`config.mk`:
```
export PLATFORM = sky130hd
export DESIGN_NAME = hrrn_front
export DESIGN_NICKNAME = d
export VERILOG_FILES = /design/src/hrrn_ready_scheduler_defines.svh /design/src/hrrn_pkg.sv /design/src/hrrn_front.sv
export SDC_FILE = /design/constraint.sdc
export NUM_CORES = 1
export LEC_CHECK = 0
export BUFFER_PORTS_ARGS = -buffer_cell sky130_fd_sc_hd__buf_2
export CORE_ASPECT_RATIO = 1.4
export CORE_MARGIN = 3
export CORE_UTILIZATION = 30
export DETAILED_ROUTE_END_ITERATION = 8
export GPL_ROUTABILITY_DRIVEN = 0
export GPL_TIMING_DRIVEN = 0
export HOLD_SLACK_MARGIN = 0.08
export PLACE_DENSITY_LB_ADDON = 0.2
export SKIP_CTS_REPAIR_TIMING = 1
export SYNTH_ARGS = -nofsm -noshare
export SYNTH_HDL_FRONTEND = slang
export SYNTH_SLANG_ARGS = --single-unit
```
`constraint.sdc`:
```
create_clock -name clk -period 3.75 [get_ports clk]
set_input_delay 0.1875 -clock clk [delete_from_list [all_inputs] [get_ports clk]]
set_output_delay 0.1875 -clock clk [all_outputs]
set_load 0.02 [all_outputs]
```
`src/hrrn_ready_scheduler_defines.svh`:
```
// ----------------------------------------------------------------------------
// Assertion macros for the HRRN ready scheduler
// Shared forms for the concurrent checks in the RTL.
// ----------------------------------------------------------------------------
`ifndef HRRN_READY_SCHEDULER_DEFINES_SVH
`define HRRN_READY_SCHEDULER_DEFINES_SVH

// An implication checked at every clock edge outside reset.
`define HRRN_ASSERT_IMPL(label, ante, cons, msg) \
  label: assert property (@(posedge clk) disable iff (rst) (ante) |-> (cons)) \
    else $error(msg);

// A condition that must hold in the cycle after a trigger.
`define HRRN_ASSERT_NEXT(label, ante, cons, msg) \
  label: assert property (@(posedge clk) disable iff (rst) (ante) |=> (cons)) \
    else $error(msg);

`endif

```
`src/hrrn_pkg.sv`:
```
// ----------------------------------------------------------------------------
// HRRN scheduler package
// Shared widths, codes and the command record passed from front to back.
// ----------------------------------------------------------------------------
package hrrn_pkg;

  localparam int NUM_SLOTS_DEF = 16;
  localparam int PID_W = 16;
  localparam int TIME_W = 32;
  localparam int ALPHA_W = 9;
  localparam int OP_W = 3;
  localparam int STATUS_W = 2;
  localparam logic [ALPHA_W-1:0] ALPHA_RESET = 9'd128;
  localparam logic [TIME_W-1:0] INIT_EST_RESET = 32'd10000;

  localparam logic [OP_W-1:0] OP_ADMIT = 3'd0;
  localparam logic [OP_W-1:0] OP_READY = 3'd1;
  localparam logic [OP_W-1:0] OP_DISPATCH = 3'd2;
  localparam logic [OP_W-1:0] OP_LEAVE = 3'd3;
  localparam logic [OP_W-1:0] OP_FINISH = 3'd4;

  localparam logic [STATUS_W-1:0] ST_OK = 2'd0;
  localparam logic [STATUS_W-1:0] ST_NONE_READY = 2'd1;
  localparam logic [STATUS_W-1:0] ST_UNKNOWN = 2'd2;
  localparam logic [STATUS_W-1:0] ST_FULL = 2'd3;

  localparam logic [0:0] REG_ALPHA = 1'b0;
  localparam logic [0:0] REG_INIT_EST = 1'b1;

  typedef struct packed {
    logic [OP_W-1:0] op;
    logic [PID_W-1:0] proc_id;
    logic [TIME_W-1:0] now_ms;
  } cmd_t;

  typedef struct packed {
    logic [STATUS_W-1:0] status;
    logic [PID_W-1:0] chosen_pid;
    logic [TIME_W-1:0] estimate_out;
  } rsp_t;

  typedef enum logic [2:0] {
    S_IDLE,
    S_SCAN,
    S_MUL,
    S_CMP,
    S_EST,
    S_APPLY,
    S_OUT
  } state_t;

endpackage

```
`src/hrrn_front.sv`:
```
// ----------------------------------------------------------------------------
// HRRN front end
// Accepts input items and holds them in a two-entry queue for the engine.
// ----------------------------------------------------------------------------
module hrrn_front (
  input  logic          clk,
  input  logic          rst,
  input  logic          in_valid,
  output logic          in_ready,
  input  hrrn_pkg::cmd_t in_cmd,
  output logic          q_valid,
  input  logic          q_ready,
  output hrrn_pkg::cmd_t q_cmd
);

  hrrn_pkg::cmd_t mem [2];
  logic       wr_ptr;
  logic       rd_ptr;
  logic [1:0] count;
  logic       push;
  logic       pop;

  assign in_ready = (count != 2'd2);
  assign q_valid = (count != 2'd0);
  assign q_cmd = mem[rd_ptr];
  assign push = in_valid && in_ready;
  assign pop = q_valid && q_ready;

  always_ff @(posedge clk) begin
    if (push) begin
      mem[wr_ptr] <= in_cmd;
    end
  end

  always_ff @(posedge clk) begin
    if (rst) begin
      wr_ptr <= 1'b0;
      rd_ptr <= 1'b0;
      count <= 2'd0;
    end else begin
      if (push) wr_ptr <= ~wr_ptr;
      if (pop) rd_ptr <= ~rd_ptr;
      count <= count + {1'b0, push} - {1'b0, pop};
    end
  end

endmodule

```
==> out/metrics.csv <==
stage;metric;value;unit
clock_network;Root Buffer;clkbuf_16;
worst_setup_path;Slowest-stage cell, CP;nor2_4;
global_routing;global-route wire length before repair;11500;um
detailed_routing;Initial DRC Count;82;
global_routing;GRT overflow;0;
outcome;status;completed;
floorplan;core area;13510;sq um
logic_synthesis;Synth area leader;edfxtp_1;
pwr;VDD IR-drop max;0.3544;mV
clock_network;Clock Path Buffers;2;
floorplan;Die Y;145.6;um
sta;normalized max-slew margin;41.65;%
layout;nets;411;
pwr;Leakage;2.247;nW
detailed_routing;drt drc;0;
sta;clk_skew;0.004938;ns
place;port buffer count;107;
worst_setup_path;WP data required;3.78;ns
clock_network;Reg clk slew, reported paths;0.07;ns
worst_setup_path;crit end category;flip-flop;
logic_synthesis;Synth Warn #;0;
sta;minimum clock period;1.888;ns
floorplan;Initial Utilization;30.89;%
logic_synthesis;top post-synthesis cells by area;edfxtp_1 (73%), mux2_4 (18%), buf_12 (2.4%), dfxtp_1 (2.4%), ha_1 (0.60%);
logic_synthesis;Mapped Area;4174;sq um
global_routing;pin count of the biggest net entering global routing;28;
clock_network;Clk Latency, worst-skew pair;0.33;ns
layout;ANT cells;0;
sta;Final Hold Viols;0;
global_routing;overall global routing resource usage;9.873;%
logic_synthesis;synthesized area per cell;22.81;sq um
sta;period utilization;50.35;%
sta;Pins Over Slew Limit;0;
sta;Worst Max-Slew Pin Slew;0.8732;ns
clock_network;CTS buffer count;9;
clock_network;H-tree Lvls;3;
global_routing;initial antenna violation count;0;
worst_setup_path;Setup Crit Path Kind;reg2reg;
logic_synthesis;Net Count, Synth;240;
floorplan;Die X;105.7;um
sta;RSZ-0062 raised after global routing;no;
place;Final HPWL DP;4942;um
global_routing;number of global-route vias before repair;2210;
detailed_routing;Detailed Routing Iterations Pass 1;4;
sta;Max Freq;529.6;MHz
pwr;power per cell area;617.0;nW/um^2
layout;area delta synth->final;37.92;%
detailed_routing;vias;2188;
sta;final worst slack;1.862;ns
logic_synthesis;Yosys reg bits;107;
logic_synthesis;Synth cell types;17;
clock_network;Clock Sinks;107;
place;Setup Slack @ Placement;1.772;ns
worst_setup_path;Setup crit start kind;flip-flop;
worst_setup_path;worst path cell trace;nand2b_2 -> nand2_2 -> nor2_4 -> buf_12;
detailed_routing;WL/cell;13.92;um
worst_setup_path;Max stage delay on crit path;0.67;ns
min_path;Worst Hold Class;in2reg;
detailed_routing;remaining antenna violation count;0;
logic_synthesis;post-synthesis instance total;183;
detailed_routing;Routed Wire Length;7518;um
detailed_routing;via/cell ratio;4.052;
worst_setup_path;crit-path max FO;27;
floorplan;die area;15380;sq um
layout;layout cell share with drive strength beyond 1;51.96;%
logic_synthesis;top-area cell type share of the netlist area;73.38;%
floorplan;num rows;50;
layout;fin area;5757;sq um
worst_setup_path;Critical Path AT;1.92;ns
place;Placed Area;4986;sq um
clock_network;CTS tree;built;
floorplan;io pins;108;
run;# Max-Cap Violations;0;
sta;setup violators final;0;
logic_synthesis;sequential share of the synthesized area;75.78;%
## cells in the final DEF (no fill, tap or decap), types with 2 or more instances in the layout
| cell type | n |
|---|---|
| nor2_1 | 4 |
| edfxtp_1 | 102 |
| clkbuf_16 | 9 |
| buf_12 | 7 |
| nor2b_1 | 2 |
| dfxtp_1 | 5 |
| xnor2_1 | 2 |
| buf_2 | 107 |
| dlygate4sd3_1 | 51 |
| ha_1 | 2 |
| clkinvlp_4 | 3 |
| mux2_4 | 51 |
## cells in the mapped netlist (all sizes together)
cell type,instances
or2,1
edfxtp,102
buf,6
o21a,1
nor2b,2
nand2b,1
xnor2,2
and3,1
inv,1
nor2,5
nand2,1
mux2,52
dfxtp,5
ha,2
xor2,1
## metal layers
| layer | up-vias | wire [um] | global-route usage, % |
|---|---|---|---|
| met5 | - | 0 | 0 |
| met4 | 0 | 130 | 4.277 |
| met3 | 9 | 338 | 2.663 |
| met2 | 60 | 4139 | 17.59 |
| met1 | 1068 | 2909 | 10.96 |
| li1 | 1051 | - | - |
## per-stage QoR
stage / utilization [%] / setup TNS [ns] / std cells / hold slack (ns) / total power [mW]
floorplan: - / 0 / 183 / 0.2591 / 2.407
global placement: 36.54 / -44.56 / 472 / 0.3763 / 2.711
detailed placement: 36.90 / 0 / 474 / 0.3792 / 2.729
CTS: 38.82 / 0 / 489 / 0.01530 / 3.586
global route: 42.60 / 0 / 540 / 0.08121 / 3.736
finish: 42.60 / 0 / 540 / 0.08682 / 3.552
## kinds of logic after synthesis
family	count (synthesis)	share of synthesized area, %
mux	52	18.61
buf+inv	7	2.758
simple gates	11	1.409
flops	107	75.78
xor+xnor	3	0.6296
fa+ha+maj	2	0.5994
compound gates	1	0.2099
## where the power goes
part	total (mW)	switching, mW	internal, mW
Sequential	1.55	0.0448	1.50
Clock	0.838	0.394	0.443
Combinational	1.17	0.597	0.571
## worst paths after layout
| kind | startpoint | to | slack, ns | cells past startpoint |
|---|---|---|---|---|
| max | count[0] | mem[0][19] | 1.86 | 4 |
| min | rst | count[0] | 0.09 | 2 |
| max reg2reg | count[0] | mem[0][19] | 1.86 | 4 |
| min reg2reg | rd_ptr | flip-flop | 0.52 | 2 |
## worst max-delay path, delay by kind of cell (launching register included)
kind | cells | cell delay [ns]
AND/OR/NAND/NOR | 3 | 0.92
buffers and inverters | 1 | 0.28
flip-flops | 1 | 0.36
## state kept, by name, indices dropped and copies added, names as in the netlist, named ones only
| signal | flops |
|---|---|
| rd_ptr | 1 |
| count | 2 |
| wr_ptr | 1 |
| mem | 102 |
## cell type report
class,count,area [sq um]
fillers,1259,7756
flip-flops and latches,107,3163
repair buffers,160,1086
multi-input cells,69,904.6
clock buffers,10,229.0
well taps,182,227.7
plain buffers,6,111.4
clock inverters,5,31.28
inverters,1,3.754
Note: power is estimated with default switching activity, not from simulation.
